<file path="src/sv/rbqs_pkg.sv">
// Package for the ready/blocked queue scheduler.
// Holds the operation codes, the sequencer states, the default depth and the id and count widths.
package rbqs_pkg;

  localparam int unsigned DefQueueDepth = 16;
  localparam int unsigned IdW = 8;
  localparam int unsigned CountW = 5;

  typedef enum logic [2:0] {
    OP_YIELD     = 3'd0,
    OP_ADD       = 3'd1,
    OP_RESUME    = 3'd2,
    OP_PARK      = 3'd3,
    OP_TERMINATE = 3'd4
  } op_t;

  typedef enum logic [2:0] {
    ST_IDLE,
    ST_SCAN,
    ST_SHIFT,
    ST_HEAD,
    ST_DONE
  } state_t;

endpackage

</file>
<file path="src/sv/rbqs_ram.sv">
// Generic single-port-write, single-port-read memory with registered read data.
// Depends on nothing.
module rbqs_ram #(
  parameter int unsigned DEPTH = 16,
  parameter int unsigned WIDTH = 8,
  localparam int unsigned AW = (DEPTH > 1) ? $clog2(DEPTH) : 1
) (
  input  logic             clk,
  input  logic             we,
  input  logic [AW-1:0]    waddr,
  input  logic [WIDTH-1:0] wdata,
  input  logic [AW-1:0]    raddr,
  output logic [WIDTH-1:0] rdata
);

  logic [WIDTH-1:0] mem [DEPTH];

  always_ff @(posedge clk) begin
    if (we) begin
      mem[waddr] <= wdata;
    end
    rdata <= mem[raddr];
  end

endmodule

</file>
<file path="src/sv/ready_blocked_queue_scheduler.sv">
// Channel | Signals                                         | Direction
// in      | in_valid, in_ready, mode, thread_id              | to block
// out     | out_valid, out_ready, dispatch_valid, dispatch_id,
//         | removed, overflow, ready_count, blocked_count     | from block
// Terminate walks through the ready memory to remove the thread if present,
// then dispatches the head as yield does.
// Both queues are circular buffers in memories with one read port each.
// Reset clears the state, pointers, counts, out_valid and pend. One word is worked on at a
// time; the next is taken once the result register is free.
// Depends on rbqs_pkg and rbqs_ram.
module ready_blocked_queue_scheduler
  import rbqs_pkg::*;
#(
  parameter int unsigned QUEUE_DEPTH = DefQueueDepth
) (
  input  logic                clk,
  input  logic                rst,
  input  logic                in_valid,
  output logic                in_ready,
  input  logic [2:0]          mode,
  input  logic [IdW-1:0]      thread_id,
  output logic                out_valid,
  input  logic                out_ready,
  output logic                dispatch_valid,
  output logic [IdW-1:0]      dispatch_id,
  output logic                removed,
  output logic                overflow,
  output logic [CountW-1:0]   ready_count,
  output logic [CountW-1:0]   blocked_count
);

  localparam int unsigned AW = (QUEUE_DEPTH > 1) ? $clog2(QUEUE_DEPTH) : 1;
  localparam int unsigned LW = $clog2(QUEUE_DEPTH + 1);
  localparam logic [LW-1:0] FullLen = LW'(QUEUE_DEPTH);
  localparam logic [AW-1:0] LastIdx = AW'(QUEUE_DEPTH - 1);

  state_t state, state_next;
  logic [2:0] op;
  logic [IdW-1:0] tid;
  logic [AW-1:0] r_head, b_head;
  logic [LW-1:0] r_len, b_len;
  logic [LW-1:0] scan_i;
  logic [AW-1:0] hole;
  logic pend;
  logic found;
  logic ovf_acc;

  logic r_we;
  logic [AW-1:0] r_waddr, r_raddr;
  logic [IdW-1:0] r_wdata, r_rdata;
  logic b_we;
  logic [AW-1:0] b_waddr;
  logic [IdW-1:0] b_rdata;

  function automatic logic [AW-1:0] wrap(input logic [AW-1:0] base, input logic [LW-1:0] off);
    logic [LW:0] s;
    s = (LW+1)'(base) + (LW+1)'(off);
    if (s >= (LW+1)'(QUEUE_DEPTH)) begin
      s = s - (LW+1)'(QUEUE_DEPTH);
    end
    return s[AW-1:0];
  endfunction

  function automatic logic [AW-1:0] dec(input logic [AW-1:0] p);
    return (p == '0) ? LastIdx : p - AW'(1);
  endfunction

  rbqs_ram #(.DEPTH(QUEUE_DEPTH), .WIDTH(IdW)) u_ready (
    .clk(clk), .we(r_we), .waddr(r_waddr), .wdata(r_wdata),
    .raddr(r_raddr), .rdata(r_rdata)
  );

  rbqs_ram #(.DEPTH(QUEUE_DEPTH), .WIDTH(IdW)) u_blocked (
    .clk(clk), .we(b_we), .waddr(b_waddr), .wdata(tid),
    .raddr(b_head), .rdata(b_rdata)
  );

  assign in_ready = (state == ST_IDLE) && !out_valid;

  always_ff @(posedge clk) begin
    if (rst) begin
      state <= ST_IDLE;
    end else begin
      state <= state_next;
    end
  end

  // Read address: scan and shift walk entries; otherwise the head.
  always_comb begin
    r_raddr = r_head;
    if (state_next == ST_SCAN || state_next == ST_SHIFT) begin
      r_raddr = wrap(r_head, scan_i);
    end
  end

  always_comb begin
    state_next = state;
    r_we = 1'b0;
    r_waddr = wrap(r_head, r_len);
    r_wdata = tid;
    b_we = 1'b0;
    b_waddr = wrap(b_head, b_len);
    unique case (state)
      ST_IDLE: begin
        if (in_valid && in_ready) begin
          state_next = (mode == OP_TERMINATE) ? ST_SCAN : ST_HEAD;
        end
      end
      ST_SCAN: begin
        if (pend && r_rdata == tid) begin
          state_next = ST_SHIFT;
        end else if (scan_i >= r_len) begin
          state_next = ST_HEAD;
        end
      end
      ST_SHIFT: begin
        if (pend) begin
          r_we = 1'b1;
          r_waddr = hole;
          r_wdata = r_rdata;
        end
        if (scan_i >= r_len) begin
          state_next = ST_HEAD;
        end
      end
      ST_HEAD: begin
        unique case (op)
          OP_ADD: begin
            r_we = (r_len != FullLen);
            state_next = ST_DONE;
          end
          OP_PARK: begin
            b_we = (b_len != FullLen);
            state_next = ST_DONE;
          end
          OP_RESUME: begin
            if (pend) begin
              r_we = (b_len != '0) && (r_len != FullLen);
              r_waddr = dec(r_head);
              r_wdata = b_rdata;
              state_next = ST_DONE;
            end else begin
              r_we = (r_len != FullLen);
            end
          end
          default: begin
            state_next = pend || (op != OP_YIELD && op != OP_TERMINATE) ? ST_DONE : state;
          end
        endcase
      end
      ST_DONE: begin
        state_next = ST_IDLE;
      end
      default: state_next = ST_IDLE;
    endcase
  end

  always_ff @(posedge clk) begin
    if (rst) begin
      r_head <= '0;
      b_head <= '0;
      r_len <= '0;
      b_len <= '0;
      out_valid <= 1'b0;
      pend <= 1'b0;
    end else begin
      if (out_valid && out_ready) begin
        out_valid <= 1'b0;
      end
      unique case (state)
        ST_IDLE: begin
          pend <= 1'b0;
          if (in_valid && in_ready) begin
            op <= mode;
            tid <= thread_id;
            scan_i <= '0;
            found <= 1'b0;
            ovf_acc <= 1'b0;
            dispatch_valid <= 1'b0;
            dispatch_id <= '0;
          end
        end
        ST_SCAN: begin
          if (pend && r_rdata == tid) begin
            found <= 1'b1;
            hole <= wrap(r_head, scan_i - LW'(1));
            pend <= 1'b0;
          end else if (scan_i < r_len) begin
            scan_i <= scan_i + LW'(1);
            pend <= 1'b1;
          end else begin
            pend <= 1'b0;
          end
        end
        ST_SHIFT: begin
          if (pend) begin
            hole <= wrap(r_head, scan_i - LW'(1));
          end
          if (scan_i < r_len) begin
            scan_i <= scan_i + LW'(1);
            pend <= 1'b1;
          end else begin
            r_len <= r_len - LW'(1);
            pend <= 1'b0;
          end
        end
        ST_HEAD: begin
          unique case (op)
            OP_ADD: begin
              if (r_len != FullLen) r_len <= r_len + LW'(1);
              else ovf_acc <= 1'b1;
            end
            OP_PARK: begin
              if (b_len != FullLen) b_len <= b_len + LW'(1);
              else ovf_acc <= 1'b1;
            end
            OP_RESUME: begin
              if (!pend) begin
                pend <= 1'b1;
                if (r_len != FullLen) r_len <= r_len + LW'(1);
                else ovf_acc <= 1'b1;
              end else if (b_len != '0) begin
                if (r_len != FullLen) begin
                  r_head <= dec(r_head);
                  r_len <= r_len + LW'(1);
                  b_head <= wrap(b_head, LW'(1));
                  b_len <= b_len - LW'(1);
                end else begin
                  ovf_acc <= 1'b1;
                end
              end
            end
            OP_YIELD, OP_TERMINATE: begin
              if (!pend) begin
                pend <= 1'b1;
              end else if (r_len != '0) begin
                dispatch_valid <= 1'b1;
                dispatch_id <= r_rdata;
                r_head <= wrap(r_head, LW'(1));
                r_len <= r_len - LW'(1);
              end
            end
            default: ;
          endcase
        end
        ST_DONE: begin
          out_valid <= 1'b1;
          removed <= found;
          overflow <= ovf_acc;
          ready_count <= CountW'(r_len);
          blocked_count <= CountW'(b_len);
        end
        default: ;
      endcase
    end
  end

endmodule

</file>
<file path="config.mk">
export PLATFORM = sky130hd
export DESIGN_NAME = ready_blocked_queue_scheduler
export DESIGN_NICKNAME = d
export VERILOG_FILES = /design/src/sv/rbqs_pkg.sv /design/src/sv/rbqs_ram.sv /design/src/sv/ready_blocked_queue_scheduler.sv
export SDC_FILE = /design/constraint.sdc
export NUM_CORES = 1
export LEC_CHECK = 0
export BUFFER_PORTS_ARGS = -buffer_cell sky130_fd_sc_hd__buf_2
export CORE_ASPECT_RATIO = 0.7
export CORE_MARGIN = 1
export CORE_UTILIZATION = 59
export DETAILED_ROUTE_END_ITERATION = 8
export PLACE_DENSITY = 0.74
export SYNTH_ARGS = -nofsm -noshare
export SYNTH_HDL_FRONTEND = slang
export SYNTH_SLANG_ARGS = --single-unit
</file>
<file path="constraint.sdc">
create_clock -name clk -period 5.2 [get_ports clk]
set_input_delay 0.78 -clock clk [delete_from_list [all_inputs] [get_ports clk]]
set_output_delay 0.78 -clock clk [all_outputs]
set_load 0.01 [all_outputs]
</file>
Yosys cells after proc, flatten, opt, wreduce, memory -nomap -nowiden
Memory sizes are Yosys's and may differ from the RTL's. A register that Yosys moved wholly into a read port is not among the register bits. Cells that the tools add are included.

Flip-flop bits (word level): 66. RAM bits: 256. Input port bits: 15. Output and inout port bits: 23. Logic and storage cells: 208. Memories kept: 2.

Memory list: u_blocked.mem (words 16, width 8, rd ports 1, clocked after memory_dff 1, write ports 1, RTL line rbqs_ram.sv:16) `logic [WIDTH-1:0] mem [DEPTH];`; u_ready.mem (words 16, width 8, rd ports 1, clocked after memory_dff 1, write ports 1, RTL line rbqs_ram.sv:16).

Add/subtract/negate cells: 19. $lt $le $gt $ge: 8. Eq/ne operators: 36. Muxes and demuxes: 84. Bitwise gates (word level): 1. Reductions and logical operators: 39.

Operators with widths (number): 4-bit two-way mux (18); 5-bit two-way mux (13); 8-bit two-way mux (7); 8-bit one-hot mux with 2 select lines (2); 5-bit one-hot mux with 3 select lines (2); 2-bit inequality test (second input constant) (14); 4-bit by 1-bit subtractor with 4-bit output (second input constant) (7); 4-bit by 5-bit adder with 6-bit output (4); 6-bit by 5-bit greater-or-equal comparator with 1-bit output (second input constant) (4); 4-bit one-hot mux with 2 select lines (3); 6-bit AND reduction (4); 1-bit two-way mux (22); 5-bit one-hot mux with 2 select lines (2); 5-bit by 1-bit adder with 5-bit output (second input constant) (3); 3-bit by 2-bit equality test with 1-bit output (second input constant) (5); 3-bit two-way mux (5); 5-bit by 1-bit subtractor with 5-bit output (second input constant) (3); 2-bit nonzero test (7); 3-bit inequality test (second input constant) (4); 3-bit one-hot mux with 4 select lines (1); 4-bit AND reduction (3); 4-bit by 1-bit adder with 5-bit output (second input constant) (2); 5-bit greater-or-equal comparator (second input constant) (2); 5-bit inequality test (second input constant) (2); 29 further kinds (48).

Depth between registers and ports, before layout
Gate-level depths: netlist of the first run.

Depth after elaboration: 9. Gate-level depth with buffers: 15. Mapped depth without buffers: 12.

Cells and area by module
Synthesis of the first run repeated with hierarchy kept, for this count alone.

Cells, all modules: 856. Area, all modules: 14335.0 um^2.

By module, submodules not included: rbqs_ram (times used 2, cells an instance 229, area an instance 5147.4 um^2, seq. area each 4003.8 um^2); ready_blocked_queue_scheduler (times used 1, cells an instance 398, area an instance 4040.1 um^2, seq. area each 1751.7 um^2).

Worst setup path before layout of the first run
No wires, ideal clock.

Kind: register to register. Start: register r_len[2]. End: register u_ready.rdata[6] (read register of u_ready.mem). Setup time: 0.116 ns. Arrival time: 3.243 ns. Required time: 5.084 ns. Slack: 1.841 ns. Cell stages (with the launch flop): 14. Path buffers: 1. Clock period less this slack: 3.359 ns. Path through: dfxtp_1 > inv_1 > ha_1 > a211oi_1 > nor2_1 > or4b_4 > a21boi_4 > nor4_2 > o31a_4 > nor2_8 > buf_12 > mux2_2 > o2111a_1 > a41o_1.

Cells in the longest elaborated chain, start to end: 7. Elaborated cells on any way between the ends: 8. Classes of those cells: order compare: 1; eq/ne: 2; mux: 4; reduce/logical: 1.

RTL lines: start, declared (RTL line ready_blocked_queue_scheduler.sv:41) `logic [LW-1:0] r_len, b_len;`; start signal, assigned (RTL line ready_blocked_queue_scheduler.sv:203) `r_len <= r_len - LW'(1);`; start signal, assigned (RTL line ready_blocked_queue_scheduler.sv:210) `if (r_len != FullLen) r_len <= r_len + LW'(1);`; start signal, assigned (RTL line ready_blocked_queue_scheduler.sv:220) `if (r_len != FullLen) r_len <= r_len + LW'(1);`; 5-bit greater-or-equal comparator (*) (RTL line ready_blocked_queue_scheduler.sv:112, ready_blocked_queue_scheduler.sv:122); 3-bit two-way mux (*) (RTL line ready_blocked_queue_scheduler.sv:112, ready_blocked_queue_scheduler.sv:122); 3-bit two-way mux (RTL line ready_blocked_queue_scheduler.sv:110) `if (pend && r_rdata == tid) begin`; 3-bit one-hot mux with 4 select lines (*) (RTL line ready_blocked_queue_scheduler.sv:103) `unique case (state)`; 3-bit by 1-bit equality test with 1-bit output or 3-bit by 2-bit equality test with 1-bit output (tied branches) (RTL line ready_blocked_queue_scheduler.sv:91) `if (state_next == ST_SCAN || state_next == ST_SHIFT) begin`; 1-bit logical OR (*) (RTL line ready_blocked_queue_scheduler.sv:91); 4-bit two-way mux (*) (RTL line ready_blocked_queue_scheduler.sv:91); end, declared (RTL line rbqs_ram.sv:13) `output logic [WIDTH-1:0] rdata`.

Mark *: on every way between the ends. The rest lies on a longest branch, timed or not. A chain may end at the register's enable or synchronous reset.

Final worst setup path of the first run
Start: register state[0]. End: register u_ready.rdata[6] (read register of u_ready.mem).

Cells in the longest elaborated chain, start to end: 8. Elaborated cells on any way between the ends: 17. Classes of those cells: eq/ne: 5; mux: 8; reduce/logical: 4.

RTL lines: start, declared (RTL line ready_blocked_queue_scheduler.sv:37) `state_t state, state_next;`; start signal, assigned (RTL line ready_blocked_queue_scheduler.sv:84) `state <= state_next;`; 3-bit logical NOT (RTL line ready_blocked_queue_scheduler.sv:78, ready_blocked_queue_scheduler.sv:103); 1-bit logical AND (RTL line ready_blocked_queue_scheduler.sv:78) `assign in_ready = (state == ST_IDLE) && !out_valid;`; 1-bit logical AND (RTL line ready_blocked_queue_scheduler.sv:105) `if (in_valid && in_ready) begin`; 3-bit two-way mux (RTL line ready_blocked_queue_scheduler.sv:105); 3-bit one-hot mux with 4 select lines (*) (RTL line ready_blocked_queue_scheduler.sv:103); 3-bit by 1-bit equality test with 1-bit output or 3-bit by 2-bit equality test with 1-bit output (tied branches) (RTL line ready_blocked_queue_scheduler.sv:91); 1-bit logical OR (*) (RTL line ready_blocked_queue_scheduler.sv:91); 4-bit two-way mux (*) (RTL line ready_blocked_queue_scheduler.sv:91).

Marked as above.

==> results of run 1 <==
==> layer usage <==
| metal | wire length [µm] | up-vias |
|---|---|---|
| met2 | 14400 | 510 |
| met3 | 3920 | 54 |
| met4 | 643 | 0 |
| met1 | 14800 | 4411 |
| li1 | - | 3950 |
| met5 | 0 | - |
==> synth_stat cells (11+ instances only) <==
| cell type | instances | area share |
|---|---|---|
| inv_1 | 30 | 0.0077 |
| mux2i_1 | 17 | 0.012 |
| nor2_1 | 79 | 0.020 |
| nand3_1 | 45 | 0.015 |
| xnor2_1 | 28 | 0.017 |
| a21oi_1 | 41 | 0.014 |
| ha_1 | 29 | 0.025 |
| dfxtp_1 | 39 | 0.053 |
| o21ai_0 | 40 | 0.014 |
| buf_2 | 11 | 0.0038 |
| edfxtp_1 | 299 | 0.61 |
| clkbuf_1 | 28 | 0.0072 |
| xor2_1 | 15 | 0.0090 |
| nand2_1 | 70 | 0.018 |
| mux4_2 | 40 | 0.061 |
| a31oi_1 | 21 | 0.0090 |
| and3_1 | 11 | 0.0047 |
| a21o_1 | 12 | 0.0061 |
==> worst max-delay path by stage <==
stage,start,endpoint,slack [ns]
6_report,state[0],u_ready.rdata[6],1.0
5_1_grt,state[1],u_ready.mem[7][7],0.67
4_1_cts,r_len[2],u_ready.rdata[6],1.12
3_5_place_dp,r_len[2],u_ready.rdata[6],1.13
3_3_place_gp,r_len[2],u_ready.rdata[5],1.12
2_1_floorplan,r_len[2],u_ready.rdata[6],1.84
==> state kept, by name, summed over array words and instances (netlist names), 3 cells and up <==
signal and cells:
b_head 4, ready_count 5, tid 8, scan_i 5, u_ready.mem 128, u_blocked.mem 128
u_ready.rdata 8, hole 4, op 3, b_len 5, r_head 4, r_len 5
blocked_count 5, u_blocked.rdata 8, state 3, dispatch_id 8
==> area by class of cell <==
type | count | area (µm²)
multi-input cells | 585 | 4540
repair buffers | 56 | 328
well taps | 318 | 398
flip-flops and latches | 338 | 9760
clock buffers | 33 | 783
clock inverters | 23 | 154
inverters | 31 | 116
fillers | 1669 | 7910
==> power by group <==
group | switching, mW | total [mW] | internal, mW | leakage (nW)
sequential | 0.188 | 3.37 | 3.18 | 3.02
combinational | 1.31 | 2.02 | 0.711 | 1.97
clock | 0.991 | 2.13 | 1.14 | 0.466
==> logic make-up after synthesis <==
logic type	synth area share
flops	0.666
simple gates	0.0854
compound gates	0.0850
buf+inv	0.0248
mux	0.0808
xor+xnor	0.0257
fa+ha+maj	0.0323
==> qor.yml, run 1 <==
status: "completed"
firstDrtPassIters: 6
r2r_slack_ns: 1.0
cts_tree: "built"
synth_cell_types: 73
fin_nets: 1092
total_power_mw: 7.52
num_antenna_cells: 0
initial_core_util: 0.611
grt_use_total: 0.271
grt_max_degree: 38
die_h_um: 134
synth_nets: 1054
cts_buffers: 31
htree_levels: 1
critical-path-max-stage-delay_ns: 1.01
hold_path_class: "in2reg"
dpl-instance-area_um2: 15100
place_inst: 1328
fin_crit_ns: 4.20
rows: 47
critPathMaxFanout: 26
start_kind: "flip-flop"
core_area_um2: 24000
grt_pass1_wl_um: 51200
syn_area_um2: 14700
overflow: 0
hold_violations: 0
worstSkewPairLatency_ns: 0.58
crit_buf_inv: 1
hold_path.startpoint: "thread_id[4]"
cp_slowest_cell: "dfxtp_1"
critPathTopFamily: "compound AO/OA/AOI/OAI gates"
clock-sinks: 338
worst_slew_pin_slew_ns: 1.05
path_clk_slew_ns: 0.07
gp_congestion: 0.868
antenna_found_initial: 1
holdWs_ns: 0.381
finalWorstSetupSlack_ns: 0.997
grt-busiest-layer: "met1"
whs_path_depth: 1
rsz0062_at_grt: "false"
vias: 8925
setup_viol: 0
dp_slack_ns: 1.13
finish.utilization: 0.670
worstPathCellList: "o31ai_1, mux2_2, o311ai_2, nand2_1, xor2_1, inv_1, o2111a_1, a41o_1"
syn_to_final_growth_pct: 9.77
slew_headroom: 0.280
r2r_cells: 8
dpl.hpwl_um: 22300
drive_above_1_share: 0.159
critical_path_cell_count: 8
whs_endpoint: "tid[4]"
ir_drop_uv: 340
power_per_cell_area_nw_per_um2: 468
grtUsageMet3: 0.0759
arrival_ns: 4.68
syn_avg_cell_area_um2: 14.6
cts_root_buf: "clkbuf_16"
yosys_register_bits: 338
stdcell_count: 1384
grt_pass1_vias: 8616
setup-tns-final_ns: 0
fp.dieW_um: 190
reg2reg_to: "u_ready.rdata[6]"
drc: 0
fmax_mhz: 238
final_common_cell: "edfxtp_1"
p_leak_nw: 5.46
r2r-start: "state[0]"
skew_ns: 0.0180
cts_buffer_depth: 3
seq_area_frac_synth: 0.666
holdBufCountCts: 0
report.final.slew_viol_count: 0
crit_required_ns: 5.67
timing.final.crit_share: 0.808
ioPinCount: 38
ys.warnings.count: 0
vias_per_cell: 6.45
maxCapViolations: 0
synth_ff_type: "edfxtp_1"
cts_resized: 0
ant_nets: 0
port_buffers: 37
syn_inst: 1005
dieArea_um2: 25500
endpoint_kind: "flip-flop"
drt_wl_total_um: 33700
postSynth.asyncResetShare: 0
avgRoutedWirePerCell_um: 24.4
crit_type: "reg2reg"
grt_use_met2: 0.378
final_cell_mix: "edfxtp_1 (299), nor2_1 (79), nand2_1 (70)"
grtUsageMet1: 0.425
synth_edf_count: 299
drtIter0Drc: 1227
postCtsSetupRepairBufs: 0
final_cell_area_um2: 16100
Note: power is estimated with default switching activity, not from simulation.
==> inputs of run 2 (changes only) <==
- clock period: 5.2 -> 4.4 ns (I/O delays scaled with it)
==> run 2 against run 1 <==
Sequential cell count is the same. Combinational power up 19%. Utilization rose by 0.65 points. Sequential share of layout area decreased by 0.58 points. Final area rose by 0.97%. Critical path type unchanged. Critical endpoint is now u_ready.rdata[1]. Via count decreased by 0.39%. Critical path depth up 5. Routed wire length decreased by 2.1%. Clock power grew 26%. First-iteration DRC count shrank 9.5%. Die area unchanged. Fmax rose by 5.4%.
==> qor.yml, run 2 (same netlist as run 1, synthesis figures left out) <==
cp-startpoint: "r_len[2]"
vias_per_cell: 6.38  # -1.0%
setup-tns-final_ns: 0  # unchanged
clock-sinks: 338  # unchanged
fp.dieW_um: 190  # unchanged
overflow: 0  # unchanged
syn_to_final_growth_pct: 10.8
finalWorstSetupSlack_ns: 0.414  # -0.583 ns
cts_buffers: 30  # -3.2%
num_antenna_cells: 0  # unchanged
r2r-start: "r_len[2]"
cts_resized: 0  # unchanged
critPathMaxFanout: 33  # +27%
holdWs_ns: 0.284  # -0.0965 ns
setup_viol: 0  # unchanged
arrival_ns: 4.41  # -0.27 ns
slew_headroom: 0.274  # -0.00613
vias: 8890  # -0.39%
postCtsSetupRepairBufs: 0  # unchanged
ir_drop_uv: 417  # +23%
cts_tree: "built"
drt_wl_total_um: 33000  # -2.1%
grt_max_degree: 36  # -5.3%
initial_core_util: 0.611  # unchanged
report.final.slew_viol_count: 0  # unchanged
final_common_cell: "edfxtp_1"
drive_above_1_share: 0.168  # +0.00890
core_area_um2: 24000  # unchanged
firstDrtPassIters: 6  # unchanged
dp_slack_ns: 0.498  # -0.635 ns
critical-path-max-stage-delay_ns: 0.57  # -0.44 ns
grt_use_total: 0.267  # -0.00403
dpl.hpwl_um: 21800  # -2.2%
hold_path.startpoint: "thread_id[0]"
hold_violations: 0  # unchanged
crit_type: "reg2reg"
fin_nets: 1100  # +0.73%
maxCapViolations: 0  # unchanged
crit_required_ns: 4.83  # -0.84 ns
finish.utilization: 0.677  # +0.00652
skew_ns: 0.0134  # -0.00461 ns
fmax_mhz: 251  # +5.4%
die_h_um: 134  # unchanged
p_leak_nw: 5.53  # +1.4%
rsz0062_at_grt: "false"
cts_root_buf: "clkbuf_16"
holdBufCountCts: 0  # unchanged
hold_path_class: "in2reg"
drtIter0Drc: 1110  # -9.5%
cts_buffer_depth: 3  # unchanged
avgRoutedWirePerCell_um: 23.7  # -2.7%
timing.final.crit_share: 0.906  # +0.0976
largest_registers: "u_blocked.mem x128, u_ready.mem x128"
fin_crit_ns: 3.99  # -0.217 ns
endpoint_kind: "flip-flop"
path_clk_slew_ns: 0.07  # about the same
cp_slowest_cell: "or4b_4"
grt_pass1_vias: 8549  # -0.78%
ant_nets: 0  # unchanged
status: "completed"
worst_slew_pin_slew_ns: 1.08  # +0.0352 ns
worstPathCellList: "inv_1, ha_1, a211oi_1, nor2_1, or4b_4, a21boi_4, nor4_2, o31a_4, nor2_8, buf_4, mux2_2, o2111ai_1, o41ai_1"
port_buffers: 37  # unchanged
dieArea_um2: 25500  # unchanged
grt_pass1_wl_um: 50700  # -1.0%
critPathTopFamily: "compound AO/OA/AOI/OAI gates"
gp_congestion: 0.852  # -1.9%
power_per_cell_area_nw_per_um2: 557  # +19%
crit_buf_inv: 2  # +1
htree_levels: 1  # unchanged
antenna_found_initial: 0  # -1
start_kind: "flip-flop"
final_cell_mix: "edfxtp_1 (299), nor2_1 (79), nand2_1 (70)"
worstSkewPairLatency_ns: 0.55  # -0.03 ns
drc: 0  # unchanged
ioPinCount: 38  # unchanged
rows: 47  # unchanged
## run 2: final cells by class
| cell class | instances | area, µm² |
|---|---|---|
| tap | 318 | 398 |
| clock inverter | 8 | 96.3 |
| inverter | 31 | 116 |
| sequential | 338 | 9760 |
| multi-input combinational | 585 | 4540 |
| timing repair buffer | 65 | 395 |
| fill | 1650 | 7750 |
| clock buffer | 48 | 930 |
## run 2: per-layer routing
layer,vias up,share of wire,GRT usage
met5,-,0,0
met4,0,0.015,0.0498
met3,46,0.096,0.0542
met2,443,0.44,0.388
met1,4436,0.45,0.423
li1,3965,-,-
## run 2: per-stage QoR
stage / area (µm²) / total power, mW / instances
after global routing: 16200 / 9.42 / 1393
after CTS: 16200 / 9.04 / 1393
after detailed placement: 15200 / 6.38 / 1337
after global placement: 15200 / 6.31 / 1337
final: 16200 / 9.05 / 1393
after floorplan: 14700 / 5.78 / 1005
## run 2: final timing paths
check,end,slack (ns),cells past startpoint
worst max-delay path,u_ready.rdata[1],0.41,13
worst min-delay path,tid[0],0.28,1
worst max register to register,u_ready.rdata[1],0.41,13
worst min register to register,removed,0.44,0
## run 2: where the power goes
group | switching [mW] | internal (mW)
Clock | 1.11 | 1.56
Sequential | 0.207 | 3.76
Combinational | 1.53 | 0.879
==> inputs of run 3 (changes only) <==
- SYNTH_HIERARCHICAL: unset -> 1
==> run 3 against run 2 <==
Critical path depth fell by 1. Sequential power hardly changed. Synthesized area decreased by 2.2%. Sequential share of layout area grew 1.1 points. Die area fell by 2.1%.
==> qor.yml, run 3 <==
synth_top_cell_area_share: 0.626  # +0.0136
start_kind: "flip-flop"
syn_to_final_growth_pct: 11.3
fmax_mhz: 250  # -0.54%
cts_root_buf: "clkbuf_16"
postSynth.asyncResetShare: 0  # unchanged
yosys_register_bits: 338  # unchanged
grt_pass1_wl_um: 47900  # -5.4%
r2r_slack_ns: 0.39  # -0.02 ns
setup_viol: 0  # unchanged
gp_congestion: 0.872  # +2.3%
final_cell_area_um2: 16000  # -1.8%
reg2reg_to: "u_ready/rdata[5]"
path_clk_slew_ns: 0.06  # about the same
htree_levels: 1  # unchanged
status: "completed"
synth_nets: 904  # -14%
crit_type: "reg2reg"
ff_latch_area_um2: 9760  # unchanged
core_area_um2: 23800  # -0.98%
power_per_cell_area_nw_per_um2: 506  # -9.1%
fp.dieW_um: 188  # -1.1%
setup-tns-final_ns: 0  # unchanged
ys.warnings.count: 6  # +6
largest_registers: "u_blocked/mem x128, u_ready/mem x128"
port_buffers: 37  # unchanged
r2r-start: "r_len[2]"
crit_end: "u_ready/rdata[5]"
maxCapViolations: 0  # unchanged
synth_top_cells_by_count: "edfxtp_1 (299), nor2_1 (63), nand2_1 (53)"
r2r_cells: 12  # -1
drive_above_1_share: 0.176  # +0.00797
critPathMaxFanout: 32  # -3.0%
overflow: 0  # unchanged
drc: 0  # unchanged
report.final.slew_viol_count: 0  # unchanged
holdBufCountCts: 0  # unchanged
vias_per_cell: 6.39  # +0.13%
die_h_um: 132  # -1.1%
antenna_found_initial: 1  # +1
netlist_top_cells_area: "edfxtp_1 (63%), mux4_2 (5.7%), dfxtp_1 (5.4%)"
grt_pass1_vias: 8294  # -3.0%
multiInputGateArea_um2: 4260  # -6.2%
cts_buffers: 31  # +3.3%
cts_tree: "built"
endpoint_kind: "flip-flop"
drtIter0Drc: 857  # -23%
grt_max_degree: 36  # unchanged
synth_most_common_cell: "edfxtp_1"
initial_core_util: 0.603  # -0.00733
ant_nets: 0  # unchanged
synth_cell_types: 67  # -8.2%
ir_drop_uv: 365  # -12%
cts_buffer_depth: 3  # unchanged
slew_headroom: 0.284  # +0.0102
arrival_ns: 4.45  # +0.04 ns
drt_wl_total_um: 30900  # -6.5%
crit_required_ns: 4.84  # about the same
postCtsSetupRepairBufs: 0  # unchanged
clock-sinks: 338  # unchanged
fin_crit_ns: 4.01  # +0.0218 ns
timing.final.crit_share: 0.911  # +0.00495
worst_slew_pin_slew_ns: 1.07  # -0.0135 ns
synth_edf_count: 299  # unchanged
seq_area_frac_synth: 0.681  # +0.0148
fin_nets: 970  # -12%
rows: 47  # unchanged
cts_resized: 0  # unchanged
vias: 8090  # -9.0%
worstSkewPairLatency_ns: 0.56  # about the same
hold_violations: 0  # unchanged
dieArea_um2: 24900  # -2.1%
p_leak_nw: 5.40  # -2.4%
avgRoutedWirePerCell_um: 24.4  # +2.9%
synth_top_area_cell: "edfxtp_1"
final_cell_mix: "edfxtp_1 (299), nor2_1 (63), nand2_1 (53)"
syn_avg_cell_area_um2: 16.7  # +15%
skew_ns: 0.0110  # -0.00238 ns
final_common_cell: "edfxtp_1"
dpl.hpwl_um: 20800  # -4.5%
dpl-instance-area_um2: 15000  # -1.7%
synth_ff_type: "edfxtp_1"
grt_use_total: 0.256  # -0.0115
syn_area_um2: 14300  # -2.2%
syn_inst: 856  # -15%
cp-startpoint: "r_len[2]"
n_fill_cell: 1548  # -6.2%
ioPinCount: 38  # unchanged
hold_path_class: "in2reg"
rsz0062_at_grt: "false"
firstDrtPassIters: 7  # +1
-- run 3: layer usage --
layer | GRT usage | part of all wire | vias up
met3 | 0.0488 | 0.083 | 70
met5 | 0 | 0 | -
li1 | - | - | 3513
met2 | 0.401 | 0.47 | 431
met1 | 0.375 | 0.43 | 4076
met4 | 0.0663 | 0.024 | 0
-- run 3: worst min path at each step --
| stage | endpoint | depth (start not counted) | start |
|---|---|---|---|
| 6_report | tid[1] | 1 | thread_id[1] |
| 4_1_cts | tid[1] | 1 | thread_id[1] |
| 3_3_place_gp | overflow | 0 | ovf_acc |
| 2_1_floorplan | removed | 0 | found |
| 3_5_place_dp | removed | 0 | found |
| 5_1_grt | tid[1] | 1 | thread_id[1] |
-- run 3: power by group --
group / total [mW] / internal [mW] / switching, mW / leakage [nW]
clock: 2.63 / 1.52 / 1.11 / 0.471
combinational: 1.49 / 0.614 / 0.880 / 1.91
sequential: 3.95 / 3.73 / 0.220 / 3.02
total: 8.07 / 5.87 / 2.21 / 5.40
-- run 3: per-stage QoR --
stage | instances | hold WS (ns) | setup slack (ns) | util | power (mW)
final | 1266 | 0.281 | 0.392 | 0.671 | 8.07
after global routing | 1265 | 0.261 | 0.115 | 0.671 | 8.37
after CTS | 1265 | 0.265 | 0.439 | 0.671 | 8.09
after detailed placement | 1207 | 0.478 | 0.494 | 0.630 | 5.47
after global placement | 1207 | 0.468 | 0.709 | 0.630 | 5.39
after floorplan | 856 | 0.400 | 1.03 | - | 5.03
-- run 3: layout make-up --
cell class,count,share of cell area
repair buffers,71,0.0284
inverters,22,0.00549
flip-flops and latches,338,0.612
clock inverters,8,0.00745
well taps,318,0.0249
multi-input cells,458,0.267
diodes,1,0.000157
clock buffers,50,0.0544
-- run 3: kinds of logic after synthesis --
kind of cell,Yosys count,share of synthesized area
muxes,72,0.114
AOI/OAI and AO/OA,115,0.0575
xor gates and xnor gates,38,0.0232
and+or+nand+nor,200,0.0690
adders and majority gates,33,0.0314
buffers and inverters,60,0.0244
DFF,338,0.681
-- run 3: critical path: stages (launching register included) --
cell,delay (ns)
dfxtp_1,0.54
inv_1,0.13
ha_1,0.34
a21oi_1,0.27
o221ai_1,0.25
nor3_1,0.23
a31oi_1,0.10
o21ai_1,0.51
mux2i_4,0.35
buf_12,0.26
mux4_1,0.59
a22oi_1,0.24
nand2_1,0.08
